===== config.mk =====
export PLATFORM = sky130hd
export DESIGN_NAME = lnsa_div
export DESIGN_NICKNAME = d
export VERILOG_FILES = /design/src/rtl/core/letterbox_nearest_scaler_address_defines.svh /design/src/rtl/core/lnsa_pkg.sv /design/src/rtl/core/lnsa_div.sv
export SDC_FILE = /design/constraint.sdc
export NUM_CORES = 1
export LEC_CHECK = 0
export ABC_AREA = 1
export BUFFER_PORTS_ARGS = -buffer_cell sky130_fd_sc_hd__buf_4
export CORE_MARGIN = 5
export CORE_UTILIZATION = 55
export CTS_BUF_LIST = sky130_fd_sc_hd__clkbuf_4
export DETAILED_ROUTE_END_ITERATION = 6
export PLACE_DENSITY = 0.77
export SLEW_MARGIN = 25
export SYNTH_ARGS = -nofsm -noshare
export SYNTH_HDL_FRONTEND = slang
export SYNTH_SLANG_ARGS = --single-unit
export TNS_END_PERCENT = 100

===== constraint.sdc =====
create_clock -name clk_i -period 5.7 [get_ports clk_i]
set_input_delay 1.14 -clock clk_i [delete_from_list [all_inputs] [get_ports clk_i]]
set_output_delay 1.14 -clock clk_i [all_outputs]
set_load 0.01 [all_outputs]

===== src/rtl/core/letterbox_nearest_scaler_address_defines.svh =====
// Assertion macros for the letterbox scaler address block.
// Included by the top level; expects clk_i and rst_ni in scope.
`ifndef LETTERBOX_NEAREST_SCALER_ADDRESS_DEFINES_SVH
`define LETTERBOX_NEAREST_SCALER_ADDRESS_DEFINES_SVH

// Same-cycle implication, checked out of reset only
`define LNSA_ASSERT_IMPL(lbl, ante, cons, msg) \
  lbl: assert property (@(posedge clk_i) disable iff (!rst_ni) (ante) |-> (cons)) \
    else $error(msg);

// Next-cycle implication, checked out of reset only
`define LNSA_ASSERT_NEXT(lbl, ante, cons, msg) \
  lbl: assert property (@(posedge clk_i) disable iff (!rst_ni) (ante) |=> (cons)) \
    else $error(msg);

`endif


===== src/rtl/core/lnsa_pkg.sv =====
// Shared widths, types and helpers for the letterbox scaler address block.
// No dependencies; used by the divider, the axis datapath and the top level.
`timescale 1ns / 1ps
`default_nettype none

package lnsa_pkg;

  localparam int MAX_DIM     = 4096;
  localparam int DIM_W       = 13;  // holds 1..MAX_DIM
  localparam int COORD_W     = 12;  // pixel coordinate
  localparam int CONT_W      = 25;  // content length, up to MAX_DIM*MAX_DIM
  localparam int RECIP_SHIFT = 25;  // reciprocal scale, 2^RECIP_SHIFT / content
  localparam int RECIP_W     = RECIP_SHIFT + 1;
  localparam int DIV_W       = 26;  // dividend and quotient width
  localparam int DIVR_W      = 25;  // divisor width
  localparam int DIV_CNT_W   = $clog2(DIV_W);
  localparam int AXIS_STAGES = 4;
  localparam int CFG_IDX_W   = 3;

  typedef enum logic [CFG_IDX_W-1:0] {
    REG_SRC_WIDTH  = 3'd0,
    REG_SRC_HEIGHT = 3'd1,
    REG_DST_WIDTH  = 3'd2,
    REG_DST_HEIGHT = 3'd3,
    REG_FIT_H      = 3'd4,
    REG_FIT_V      = 3'd5
  } cfg_reg_e;

  // Per-axis constants derived by the setup sequencer
  typedef struct packed {
    logic [DIM_W-1:0]   dsz;    // screen size
    logic [DIM_W-1:0]   ssz;    // source size
    logic [CONT_W-1:0]  csz;    // content size on screen
    logic [COORD_W-1:0] off;    // centering offset
    logic [RECIP_W-1:0] recip;  // floor(2^RECIP_SHIFT / csz)
  } axis_cfg_t;

  typedef struct packed {
    logic              start;
    logic [DIV_W-1:0]  dividend;
    logic [DIVR_W-1:0] divisor;
  } div_req_t;

  typedef struct packed {
    logic             busy;
    logic             done;
    logic [DIV_W-1:0] quotient;
  } div_rsp_t;

  // Zero reads as one, anything above MAX_DIM saturates
  function automatic logic [DIM_W-1:0] clamp_size(input logic [DIM_W-1:0] v);
    logic [DIM_W-1:0] r;
    if (v == '0) begin
      r = DIM_W'(1);
    end else if (v > DIM_W'(MAX_DIM)) begin
      r = DIM_W'(MAX_DIM);
    end else begin
      r = v;
    end
    return r;
  endfunction

endpackage

`default_nettype wire


===== src/rtl/core/lnsa_div.sv =====
// Iterative restoring divider, one quotient bit per cycle.
// Depends on lnsa_pkg for widths and the request/response structs.
`timescale 1ns / 1ps
`default_nettype none

module lnsa_div (
  input  logic               clk_i,
  input  logic               rst_ni,
  input  lnsa_pkg::div_req_t req_i,
  output lnsa_pkg::div_rsp_t rsp_o
);
  import lnsa_pkg::*;

  logic                 busy_q, busy_d;
  logic                 done_q, done_d;
  logic [DIV_CNT_W-1:0] cnt_q, cnt_d;
  logic [DIVR_W-1:0]    rem_q, rem_d;
  logic [DIV_W-1:0]     quo_q, quo_d;
  logic [DIVR_W-1:0]    dsr_q, dsr_d;
  logic [DIVR_W:0]      rem_sh;
  logic                 fits;

  // Shift in the next dividend bit and try a subtract
  assign rem_sh = {rem_q, quo_q[DIV_W-1]};
  assign fits   = rem_sh >= {1'b0, dsr_q};

  always_comb begin
    busy_d = busy_q;
    done_d = 1'b0;
    cnt_d  = cnt_q;
    rem_d  = rem_q;
    quo_d  = quo_q;
    dsr_d  = dsr_q;
    if (req_i.start) begin
      busy_d = 1'b1;
      cnt_d  = '0;
      rem_d  = '0;
      quo_d  = req_i.dividend;
      dsr_d  = req_i.divisor;
    end else if (busy_q) begin
      rem_d = fits ? DIVR_W'(rem_sh - {1'b0, dsr_q}) : DIVR_W'(rem_sh);
      quo_d = {quo_q[DIV_W-2:0], fits};
      cnt_d = cnt_q + DIV_CNT_W'(1);
      if (cnt_q == DIV_CNT_W'(DIV_W - 1)) begin
        busy_d = 1'b0;
        done_d = 1'b1;
      end
    end
  end

  always_ff @(posedge clk_i or negedge rst_ni) begin
    if (!rst_ni) begin
      busy_q <= 1'b0;
      done_q <= 1'b0;
      cnt_q  <= '0;
    end else begin
      busy_q <= busy_d;
      done_q <= done_d;
      cnt_q  <= cnt_d;
    end
  end

  // Datapath needs no reset
  always_ff @(posedge clk_i) begin
    rem_q <= rem_d;
    quo_q <= quo_d;
    dsr_q <= dsr_d;
  end

  assign rsp_o.busy     = busy_q;
  assign rsp_o.done     = done_q;
  assign rsp_o.quotient = quo_q;

endmodule

`default_nettype wire


**Word-level counts from Yosys, hierarchy flattened**

Index checks and enable logic that the tools add are counted.

- Equal/unequal tests: 1
- Add/subtract/negate cells: 2
- Multiplexer cells: 11
- Reductions and logical operators: 1
- Magnitude comparators: 1

Operator list:

| operator | number |
|---|---|
| $mux 26 | 2 |
| $ge 26x25->1 | 1 |
| $mux 25 | 1 |
| $sub 25x25->25 | 1 |
| $mux 5 | 2 |
| $mux 1 | 6 |
| $add 5x1->5 const B | 1 |
| $eq 5x5->1 const B | 1 |
| $reduce_bool 2->1 | 1 |

- Word-level logic and storage cells: 22
- Output and inout bits: 28
- Flip-flop bits (word level): 83
- Bits of input ports: 54

**Logic depth before layout (Yosys ltp)**

- Word-level depth: 4
- Mapped depth: 15

**Least setup slack after synthesis**

No wires, ideal clock.

- Kind: input to register
- Start: in req_i[51] (netlist name)
- End: reg quo_q[0] (enable)
- Arrival time: 1.833 ns
- Buffers on the path: 0
- Slack: 3.488 ns
- Cell stages on the path: 2
- Data required time: 5.321 ns
- Path through: nor2_1 inv_1

- Longest elaborated chain between the ends: 1

Ends and longest elaborated chain:

| element | RTL line | source |
|---|---|---|
| from (decl) | lnsa_div.sv:9 | `input lnsa_pkg::div_req_t req_i,` |
| $reduce_bool 2->1 (no source line) | -- |  |
| to (signal assigned) | lnsa_div.sv:66 | `quo_q <= quo_d;` |
| to (decl) | lnsa_div.sv:18 | `logic [DIV_W-1:0] quo_q, quo_d;` |

No other way between the ends.
A chain may end at the register's enable or synchronous reset.

**Worst setup path in the final report**

- Start: in req_i[51] (netlist name)
- End: reg cnt_q[0]

- Longest elaborated chain between the ends: 1
- Elaborated cells on any way between the ends: 2
- Those cells by class: 1 x mux; 1 x reduce/logical

Ends and longest elaborated chain:

| element | RTL line | source |
|---|---|---|
| $mux 5 or $reduce_bool 2->1 (tied branches) | -- |  |
| to (signal assigned) | lnsa_div.sv:59 | `cnt_q <= cnt_d;` |
| to (decl) | lnsa_div.sv:16 | `logic [DIV_CNT_W-1:0] cnt_q, cnt_d;` |

Several ways; a longest one is shown, not always the timed one.

==> impl_metrics.py <==
metrics = {
    "outcome": {
        "outcome": "complete, no violations",
    },
    "min_path": {
        "min_path_cells": 1,
        "min_path_type": "register to register",
    },
    "critical_path": {
        "crit_chain": "buf_4 > nor2_1 > buf_4 > clkinv_1 > o21ai_0",
        "worst_setup_path_end_kind": "register",
        "worstPathRequired_ns": 6.02,
        "cp_max_fo": 55,
        "start_kind": "input port",
        "max_stage_delay_ns": 0.79,
        "path_common_cell": "buf_4",
        "crit_type": "input port to register",
        "slowest_stage": "clkinv_1",
        "arrival_ns": 3.18,
        "reg2regPathDepth": 12,
    },
    "sta": {
        "fin_skew_ns": 0.0214,
        "slew_headroom": 0.388,
        "min_period_over_period": 0.501,
        "fin_tns_setup_ns": 0,
        "finalHoldViolCount": 0,
        "fmax_mhz": 351,
        "setup_violations": 0,
        "fin_ws_ns": 2.85,
        "max_slew.worst_pin.slew_ns": 0.912,
        "period_needed_ns": 2.85,
        "rsz0062_at_grt": "false",
        "drv_slew": 0,
    },
    "grt": {
        "grt_pass1_wl_um": 21800,
        "grt.total_usage": 0.226,
        "grt_pass1_vias": 4910,
        "grt-ovfl-total": 0,
        "antenna_found_initial": 0,
        "grt_start_max_net_pins": 56,
    },
    "yosys": {
        "synth-seq-area-share": 0.406,
        "synthCells": 787,
        "synth_cell_types": 31,
        "synth_area_per_cell_um2": 6.90,
        "yosys_warnings": 0,
        "syn-num-nets": 869,
        "synthesis.area_um2": 5430,
        "ys_ff_latch": 83,
    },
    "routing": {
        "drc": 0,
        "first_pass_iters": 5,
        "via_count": 4942,
        "antenna_left": 0,
        "drt_iter0_markers": 321,
        "wire_per_inst_um": 12.7,
        "drt-total-wl_um": 12700,
        "viasPerCell": 4.95,
    },
    "power": {
        "power.density_nw_per_um2": 412,
        "peakVddDrop_v": 0.000159,
        "leakage_nw": 3.45,
    },
    "finish": {
        "num-fill-cells": 905,
        "final_util": 0.646,
        "antenna_cells": 0,
        "final_cell_area_um2": 6250,
        "drive_gt1_frac": 0.120,
        "syn2layout_area_growth_pct": 15.1,
        "final_nets": 943,
    },
    "job": {
        "max_cap_viol_count": 0,
    },
    "die": {
        "start_util": 0.561,
        "core_area_um2": 9680,
        "rows": 36,
        "die-area_um2": 12000,
        "io_pins": 82,
        "die_h_um": 109,
        "dieWidth_um": 109,
    },
    "placed_design": {
        "dpl_cell_area_um2": 6120,
        "gp_congestion": 0.953,
        "io_buffers": 81,
        "dp_slack_ns": 2.49,
        "post-dp-hpwl_um": 9390,
    },
    "clock_network": {
        "root_buffer": "clkbuf_4",
        "clk_pin_slew_worst_paths_ns": 0.13,
        "h-tree-depth": 3,
        "cts_buffer_depth": 2,
        "clk_latency_ns": 0.44,
        "post_cts_buffers": 0,
        "cts_tree": "done",
        "cts_resized": 0,
        "clock_sinks": 83,
        "cts_hold_buf": 0,
        "numCtsBuffers": 9,
    },
}
## power by group
part           leakage (nW)  total [W]  internal (W)  switching (W)
logic                  2.55    0.00138      0.000512       0.000872
registers             0.828   0.000849      0.000762      0.0000867
clock network        0.0695   0.000345      0.000133       0.000212
total                  3.45    0.00258       0.00141        0.00117
## area by class of cell
class                      instances  area (µm²)  area share
inverter                         150         563      0.0901
clock inverter                     7        66.3      0.0106
sequential                        83        2210       0.353
clock buffer                       9        67.6      0.0108
timing repair buffer              83         623      0.0997
multi-input combinational        534        2560       0.409
tap                              133         166      0.0266
## path summary, 6_finish.rpt
kind                                           start              endpoint  slack [ns]
worst min register to register  cnt_q[4]$_DFFE_PN0P_  cnt_q[4]$_DFFE_PN0P_        0.47
worst max-delay path                       req_i[51]  cnt_q[0]$_DFFE_PN0P_        2.85
min in group asynchronous                     rst_ni  cnt_q[1]$_DFFE_PN0P_        0.50
worst min-delay path            cnt_q[4]$_DFFE_PN0P_  cnt_q[4]$_DFFE_PN0P_        0.47
max in group asynchronous                     rst_ni  cnt_q[2]$_DFFE_PN0P_        5.08
worst max register to register   dsr_q[12]$_DFFE_PP_    quo_q[0]$_DFFE_PP_        2.86
## critical path: cells and delay by family
family	cells	cell delay [ns]
buf+inv	3	1.41
compound gates	1	0.44
simple gates	1	0.17
## kinds of logic after synthesis
| group | share of synthesized area |
|---|---|
| XOR/XNOR | 0.0177 |
| flip-flops | 0.406 |
| adder cells (fa/ha/maj) | 0.0659 |
| AO/OA/AOI/OAI | 0.0221 |
| AND/OR/NAND/NOR | 0.365 |
| buffers and inverters | 0.123 |
## registers in the layout, indices dropped and copies added, names as in the netlist
| name | count |
|---|---|
| rem_q | 25 |
| busy_q | 1 |
| dsr_q | 25 |
| quo_q | 26 |
| cnt_q | 5 |
| done_q | 1 |
## per-layer routing
metal,share of wire,vias to the layer above,global-route usage
li1,-,2577,-
met1,0.44,2175,0.291
met2,0.46,165,0.370
met3,0.068,25,0.0388
met4,0.026,0,0.105
met5,0,-,0
## synthesized netlist by cell type (all sizes together)
cell type	instances	area (µm²)
buf	11	71.3
o21a	1	7.51
dfxtp	25	500
nor3	3	20.0
fa	1	20.0
nand3	48	253
edfxtp	51	1530
nor4	1	6.26
a21oi	16	91.3
clkbuf	9	33.8
o22ai	1	6.26
inv	150	563
xor2	1	8.76
nand2	346	1300
ha	27	338
nor3b	1	12.5
nor2	36	140
nand3b	4	30.0
o21ai	3	15.0
nand4	34	213
dfrtp	7	175
and2	1	6.26
xnor2	10	87.6
## stage by stage
| step | total power, W | hold slack (ns) | instances |
|---|---|---|---|
| 6_report | 0.00258 | 0.472 | 999 |
| 2_1_floorplan | 0.00192 | 0.434 | 787 |
| 3_5_place_dp | 0.00223 | 0.458 | 983 |
| 4_1_cts | 0.00258 | 0.463 | 999 |
| 5_1_grt | 0.00283 | 0.465 | 999 |
| 3_3_place_gp | 0.00220 | 0.453 | 983 |
## cells in the final DEF, fill, tap and decap left out, drive strengths merged
cell,n
nand2,346
inv,151
buf,83
edfxtp,51
nand3,48
nor2,36
nand4,34
ha,27
dfxtp,25
a21oi,16
xnor2,10
clkbuf,9
dfrtp,7
clkinv,4
nand3b,4
o21ai,3
nor3,3
o21a,1
nor3b,1
nor4,1
o22ai,1
and2,1
xor2,1
fa,1
clkinvlp,1
bufinv,1
Power figures use the tool's default switching activity.
