===== src/rtl/core/letterbox_nearest_scaler_address_defines.svh =====
// Assertion macros for the letterbox scaler address block.
// Included by the top level; expects clk_i and rst_ni in scope.
`ifndef LETTERBOX_NEAREST_SCALER_ADDRESS_DEFINES_SVH
`define LETTERBOX_NEAREST_SCALER_ADDRESS_DEFINES_SVH

// Same-cycle implication, checked out of reset only
`define LNSA_ASSERT_IMPL(lbl, ante, cons, msg) \
  lbl: assert property (@(posedge clk_i) disable iff (!rst_ni) (ante) |-> (cons)) \
    else $error(msg);

// Next-cycle implication, checked out of reset only
`define LNSA_ASSERT_NEXT(lbl, ante, cons, msg) \
  lbl: assert property (@(posedge clk_i) disable iff (!rst_ni) (ante) |=> (cons)) \
    else $error(msg);

`endif


===== src/rtl/core/lnsa_pkg.sv =====
// Shared widths, types and helpers for the letterbox scaler address block.
// No dependencies; used by the divider, the axis datapath and the top level.
`timescale 1ns / 1ps
`default_nettype none

package lnsa_pkg;

  localparam int MAX_DIM     = 4096;
  localparam int DIM_W       = 13;  // holds 1..MAX_DIM
  localparam int COORD_W     = 12;  // pixel coordinate
  localparam int CONT_W      = 25;  // content length, up to MAX_DIM*MAX_DIM
  localparam int RECIP_SHIFT = 25;  // reciprocal scale, 2^RECIP_SHIFT / content
  localparam int RECIP_W     = RECIP_SHIFT + 1;
  localparam int DIV_W       = 26;  // dividend and quotient width
  localparam int DIVR_W      = 25;  // divisor width
  localparam int DIV_CNT_W   = $clog2(DIV_W);
  localparam int AXIS_STAGES = 4;
  localparam int CFG_IDX_W   = 3;

  typedef enum logic [CFG_IDX_W-1:0] {
    REG_SRC_WIDTH  = 3'd0,
    REG_SRC_HEIGHT = 3'd1,
    REG_DST_WIDTH  = 3'd2,
    REG_DST_HEIGHT = 3'd3,
    REG_FIT_H      = 3'd4,
    REG_FIT_V      = 3'd5
  } cfg_reg_e;

  // Per-axis constants derived by the setup sequencer
  typedef struct packed {
    logic [DIM_W-1:0]   dsz;    // screen size
    logic [DIM_W-1:0]   ssz;    // source size
    logic [CONT_W-1:0]  csz;    // content size on screen
    logic [COORD_W-1:0] off;    // centering offset
    logic [RECIP_W-1:0] recip;  // floor(2^RECIP_SHIFT / csz)
  } axis_cfg_t;

  typedef struct packed {
    logic              start;
    logic [DIV_W-1:0]  dividend;
    logic [DIVR_W-1:0] divisor;
  } div_req_t;

  typedef struct packed {
    logic             busy;
    logic             done;
    logic [DIV_W-1:0] quotient;
  } div_rsp_t;

  // Zero reads as one, anything above MAX_DIM saturates
  function automatic logic [DIM_W-1:0] clamp_size(input logic [DIM_W-1:0] v);
    logic [DIM_W-1:0] r;
    if (v == '0) begin
      r = DIM_W'(1);
    end else if (v > DIM_W'(MAX_DIM)) begin
      r = DIM_W'(MAX_DIM);
    end else begin
      r = v;
    end
    return r;
  endfunction

endpackage

`default_nettype wire


===== src/rtl/core/lnsa_axis.sv =====
// Four-stage pipelined coordinate map for one axis: border test, scale,
// reciprocal divide with one correction step. Depends on lnsa_pkg.
`timescale 1ns / 1ps
`default_nettype none

module lnsa_axis (
  input  logic                                clk_i,
  input  logic [lnsa_pkg::AXIS_STAGES-1:0]    en_i,
  input  lnsa_pkg::axis_cfg_t                 cfg_i,
  input  logic [lnsa_pkg::COORD_W-1:0]        d_i,
  output logic [lnsa_pkg::COORD_W-1:0]        idx_o,
  output logic                                border_o
);
  import lnsa_pkg::*;

  localparam int P3_W = CONT_W + RECIP_W;
  localparam int P4_W = CONT_W + DIM_W;

  logic               b1_q, b2_q, b3_q, b4_q;
  logic [COORD_W-1:0] x1_q;
  logic [CONT_W-1:0]  n2_q, n3_q, n4_q;
  logic [DIM_W-1:0]   q3_q, q4_q;
  logic [CONT_W-1:0]  m4_q;

  logic [P3_W-1:0]    p3;
  logic [P4_W-1:0]    p4;
  logic [CONT_W-1:0]  rem;
  logic [DIM_W-1:0]   q_fix, q_lim, q_out;

  // Stage 1: outside the screen, empty content, or left of the content
  always_ff @(posedge clk_i) begin
    if (en_i[0]) begin
      b1_q <= ({1'b0, d_i} >= cfg_i.dsz) || (cfg_i.csz == '0) || (d_i < cfg_i.off);
      x1_q <= d_i - cfg_i.off;
    end
  end

  // Stage 2: right of the content; scale by source size
  always_ff @(posedge clk_i) begin
    if (en_i[1]) begin
      b2_q <= b1_q || (CONT_W'(x1_q) >= cfg_i.csz);
      n2_q <= CONT_W'(x1_q) * CONT_W'(cfg_i.ssz);
    end
  end

  // Stage 3: estimate quotient through the reciprocal, low by at most one
  assign p3 = P3_W'(n2_q) * P3_W'(cfg_i.recip);

  always_ff @(posedge clk_i) begin
    if (en_i[2]) begin
      b3_q <= b2_q;
      n3_q <= n2_q;
      q3_q <= p3[RECIP_SHIFT +: DIM_W];
    end
  end

  // Stage 4: back-multiply the estimate
  assign p4 = P4_W'(q3_q) * P4_W'(cfg_i.csz);

  always_ff @(posedge clk_i) begin
    if (en_i[3]) begin
      b4_q <= b3_q;
      n4_q <= n3_q;
      q4_q <= q3_q;
      m4_q <= p4[CONT_W-1:0];
    end
  end

  // Correct the estimate, clamp to the last source pixel, zero on border
  assign rem   = n4_q - m4_q;
  assign q_fix = (rem >= cfg_i.csz) ? q4_q + DIM_W'(1) : q4_q;
  assign q_lim = cfg_i.ssz - DIM_W'(1);
  assign q_out = (q_fix > q_lim) ? q_lim : q_fix;

  assign idx_o    = b4_q ? '0 : q_out[COORD_W-1:0];
  assign border_o = b4_q;

endmodule

`default_nettype wire

===== config.mk =====
export PLATFORM = sky130hd
export DESIGN_NAME = lnsa_axis
export DESIGN_NICKNAME = d
export VERILOG_FILES = /design/src/rtl/core/letterbox_nearest_scaler_address_defines.svh /design/src/rtl/core/lnsa_pkg.sv /design/src/rtl/core/lnsa_axis.sv
export SDC_FILE = /design/constraint.sdc
export NUM_CORES = 2
export LEC_CHECK = 0
export BUFFER_PORTS_ARGS = -buffer_cell sky130_fd_sc_hd__clkbuf_2
export CAP_MARGIN = 20
export CORE_MARGIN = 2
export CORE_UTILIZATION = 50
export CTS_BUF_LIST = sky130_fd_sc_hd__clkbuf_8
export DETAILED_ROUTE_END_ITERATION = 10
export PLACE_DENSITY_LB_ADDON = 0.25
export SLEW_MARGIN = 20
export SYNTH_ARGS = -nofsm -noshare
export SYNTH_HDL_FRONTEND = slang
export SYNTH_SLANG_ARGS = --single-unit
export TNS_END_PERCENT = 30

===== constraint.sdc =====
create_clock -name clk_i -period 10.9 [get_ports clk_i]
set_input_delay 2.18 -clock clk_i [delete_from_list [all_inputs] [get_ports clk_i]]
set_output_delay 2.18 -clock clk_i [all_outputs]
set_load 0.01 [all_outputs]

### Word-level counts from Yosys, hierarchy flattened

Index checks and enable logic that the tools add are counted.

* register bits after elaboration: 142
* output and inout bits: 13
* logic and storage cells: 30

* add/subtract/negate cells: 4
* multiply operators: 3
* order comparisons: 5
* multiplexer cells: 3
* reductions and logical operators: 4

Operators by type and width (count)
* $mul 25x26->38: 1
* $ge 12x25->1: 1
* $ge 25x25->1: 1
* $logic_not 25->1: 1
* $mul 12x13->25: 1
* $mul 13x25->25: 1
* $sub 25x25->25: 1
* $mux 12: 2
* $add 13x1->13 const B: 1
* $ge 12x13->1: 1
* $gt 13x13->1: 1
* $mux 13: 1
* $sub 13x1->13 const B: 1
* $lt 12x12->1: 1
* $sub 12x12->12: 1
* $logic_or 1x1->1: 3

### Depth between registers and ports, before layout

* word-level depth: 6
* mapped depth: 30
* gate-level depth less buffers: 30

### Least setup slack after synthesis

No wires, ideal clock.

* path type: input -> register
* start point: input port cfg_i[20] (netlist bit)
* end point: register q3_q[12] (data pin)
* arrival: 8098 ps
* required time: 10640 ps
* path slack: 2542 ps
* stages: 25
* buffers on the path: 2
* cells stage by stage: clkbuf_1 clkbuf_1 nand2_1 fa_1 inv_1 fa_1 inv_1 fa_1 fa_1 inv_1 fa_1 fa_1 inv_1 fa_1 inv_1 ha_1 a21o_1 a21o_1 a21o_1 a221oi_1 nor2_1 a21oi_1 o211ai_1 a31oi_1 xnor2_1

* cells in the longest elaborated chain, start to end: 1

RTL lines
* from (decl): RTL line lnsa_axis.sv:9 `input lnsa_pkg::axis_cfg_t cfg_i,`
* $mul 25x26->38: RTL line lnsa_axis.sv:47 `assign p3 = P3_W'(n2_q) * P3_W'(cfg_i.recip);`
* net p3[37]: RTL line lnsa_axis.sv:25 `logic [P3_W-1:0] p3;`
* to (signal assigned): RTL line lnsa_axis.sv:53 `q3_q <= p3[RECIP_SHIFT +: DIM_W];`
* to (decl): RTL line lnsa_axis.sv:22 `logic [DIM_W-1:0] q3_q, q4_q;`

The timed path passes the listed nets, and every way through them passes these cells.
A chain may end at the register's enable or synchronous reset.

### Worst setup path in the final report

* start point: register n4_q[1]
* end point: output port idx_o[10] (netlist bit)

* cells in the longest elaborated chain, start to end: 6

RTL lines
* from (decl): RTL line lnsa_axis.sv:21 `logic [CONT_W-1:0] n2_q, n3_q, n4_q;`
* from (signal assigned): RTL line lnsa_axis.sv:63 `n4_q <= n3_q;`
* $sub 25x25->25 *: RTL line lnsa_axis.sv:70 `assign rem = n4_q - m4_q;`
* $ge 25x25->1 *: RTL line lnsa_axis.sv:71 `assign q_fix = (rem >= cfg_i.csz) ? q4_q + DIM_W'(1) : q4_q;`
* $mux 13 *: RTL line lnsa_axis.sv:71
* $gt 13x13->1: RTL line lnsa_axis.sv:73 `assign q_out = (q_fix > q_lim) ? q_lim : q_fix;`
* $mux 12 *: RTL line lnsa_axis.sv:73
* $mux 12 *: RTL line lnsa_axis.sv:75 `assign idx_o = b4_q ? '0 : q_out[COORD_W-1:0];`
* to (decl): RTL line lnsa_axis.sv:11 `output logic [lnsa_pkg::COORD_W-1:0] idx_o,`

Every way passes the cells marked *; elsewhere a longest branch is shown, timed or not.

==> flow_summary.ini <==
[synth]
syn-cell-area_mm2 = 0.03693
synth_seq_cells = 142
synth.distinct_cells = 65
synth_async_sr_flop_share_pct = 0
synth-main-ff-cell = edfxtp_1
syn_nets = 5179
ys_seq_area_share_pct = 11.55
ys_warn_count = 0
synth_most_common_cell = inv_1
synth_top_area_share_pct = 41.47
ys_top_cells_by_count = inv_1, fa_1, nand2_1
synth_edf_count = 142
synth_area_leader_cell = fa_1
synth.avg_cell_area_um2 = 9.283
synth.area.top_cells = fa_1, edfxtp_1, ha_1, inv_1, and2_1
netlist_instances = 3978

[finish]
nets = 5182
area_delta_synth_final_pct = 5.042
layout-drive-gt1-share_pct = 4.832
seq_area_mm2 = 0.004264
post-route-util_pct = 53.08
fillers = 6761
multi_input_area_mm2 = 0.02858

[die]
die_area_mm2 = 0.07605
design.core.area_mm2 = 0.07308
ios = 119
die_x_um = 275.8
initial_utilization_pct = 50.53
fp-row-count = 99
die_h_um = 275.8

[clock_tree]
cts_tree = done
cts.reportedPaths.clkPinSlew_ns = 0.11
clk_path_buf_depth = 2
hold_buffers = 0
cts_resized = 0
cts_made_buffers = 17
clockRootBuffer = clkbuf_8
post_cts_buffers = 0
cts_max_level = 4
cts.sinks = 142
clk-insertion-delay-late_ns = 0.48

[min_path]
hold_path_startpoint = n3_q[21]
min_path_type = flop to flop
hold-path-cell-count = 0
min_to = n4_q[21]

[global_route]
gr-total-overflow = 0
antenna_found_initial = 2
grt_pass1_wl_um = 153100
grt_pass1_vias = 28400
grt_usage_pct = 26.01
grt_start_max_net_pins = 65

[detailed_routing]
dr.pass1.iters = 8
vias = 26400
drc_errors = 8
wl_per_cell_um = 18.92
drtIter0Drc = 1569
postRouteAntennaNets = 0
viasPerCell = 5.329
routed_wirelength_um = 93710

[sta]
rsz0062_at_grt = no
fin_ws_ns = 1.531
slew_violations = 0
slew_headroom_pct = 25.98
tightest_slew_ns = 1.110
finalSetupViolations = 0
clock_skew_ns = 0.02870
max_freq_mhz = 106.7
fin_tns_setup_ns = 0
fin_crit_sh_pct = 85.95
hold_viol_final = 0
period_needed_ns = 9.369

[worst_setup_path]
cp_common_cell = ha_1
crit_fanout = 18
cp-start-kind = flop
r2r_end = q3_q[12]
critPathCaptureType = output port
cp.arrival_ns = 7.19
r2r-start = n2_q[19]
r2r_cells = 21
crit_path_top_delay_cell = o21ai_2
cp.required_ns = 8.72
path_class = flop to output port
r2r_slack_ns = 3.80
max_stage_delay_ns = 0.58

[run_status]
violations = design-rule violations
status = finished with violations

[placed_design]
post-place-ws_ns = 1.459
port_buffers = 118
hpwl_um = 70350
gp_congestion = 0.8896

[flow_run]
max_cap_viol_count = 0
## layout by cell type (no fill, tap or decap), drive strengths merged, types with 28 or more instances in the layout
cell      n
inv     934
fa      765
nand2   603
and2    419
ha      330
edfxtp  142
clkbuf  135
xnor2   113
a21oi    78
nor2     70
o21ai    53
xor2     33
a21o     32
buf      30
o21a     28
## worst max-delay path, delay by kind of cell, from the launching register on
| family | cells | cell delay (ns) |
|---|---|---|
| AOI/OAI and AO/OA | 15 | 4.21 |
| adders and majority gates | 3 | 0.77 |
| and+or+nand+nor | 5 | 0.77 |
| DFF | 1 | 0.42 |
| xor gates and xnor gates | 2 | 0.28 |
| buffers and inverters | 2 | 0.27 |
## metal layers
metal / vias up / global-route usage (%) / part of all wire [%]
li1: 11920 / - / -
met1: 13520 / 35.95 / 43
met2: 828 / 43.77 / 48
met3: 136 / 3.584 / 6.4
met4: 0 / 5.744 / 1.9
met5: - / 0 / 0
## worst max path at each step
stage / startpoint / to / slack [ns] / depth (start not counted)
2_1_floorplan: cfg_i[20] / q3_q[12] / 2.54 / 25
3_3_place_gp: cfg_i[39] / idx_o[10] / 1.42 / 20
3_5_place_dp: cfg_i[39] / idx_o[10] / 1.46 / 20
4_1_cts: n4_q[1] / idx_o[10] / 1.25 / 27
5_1_grt: m4_q[1] / idx_o[10] / 0.93 / 28
6_report: n4_q[1] / idx_o[10] / 1.53 / 27
## sequential cells by signal, summed over array words and instances (netlist names)
signal / flops
border_o: 1
q3_q: 13
n4_q: 25
b1_q: 1
b3_q: 1
x1_q: 12
b2_q: 1
n2_q: 25
n3_q: 25
q4_q: 13
m4_q: 25
## final cells by class
cell class	instances	area share [%]
antenna	1	0.006451
clock buffer	17	0.6032
clock inverter	15	0.5000
inverter	925	8.951
multi-input combinational	2747	73.68
sequential	142	10.99
tap	959	3.093
timing repair buffer	148	2.174
## cells by family after synthesis
family                     Yosys count  share of synthesized area, %
AOI/OAI and AO/OA                  290                         5.303
xor gates and xnor gates           146                         3.463
adders and majority gates         1095                         52.65
buffers and inverters             1089                         11.07
DFF                                142                         11.55
and+or+nand+nor                   1216                         15.97
## metrics by stage
step	hold WS, ns	instance area [um^2]	std cells
final	0.4113	38790	4954
after CTS	0.4107	38770	4952
after detailed placement	0.4045	38340	4920
after floorplan	0.4003	36930	3978
after global placement	0.4006	38310	4919
after global routing	0.4148	38790	4953
Power is not shown: default switching activity piles up to over one toggle a cycle in this logic, so the estimate is an artifact.
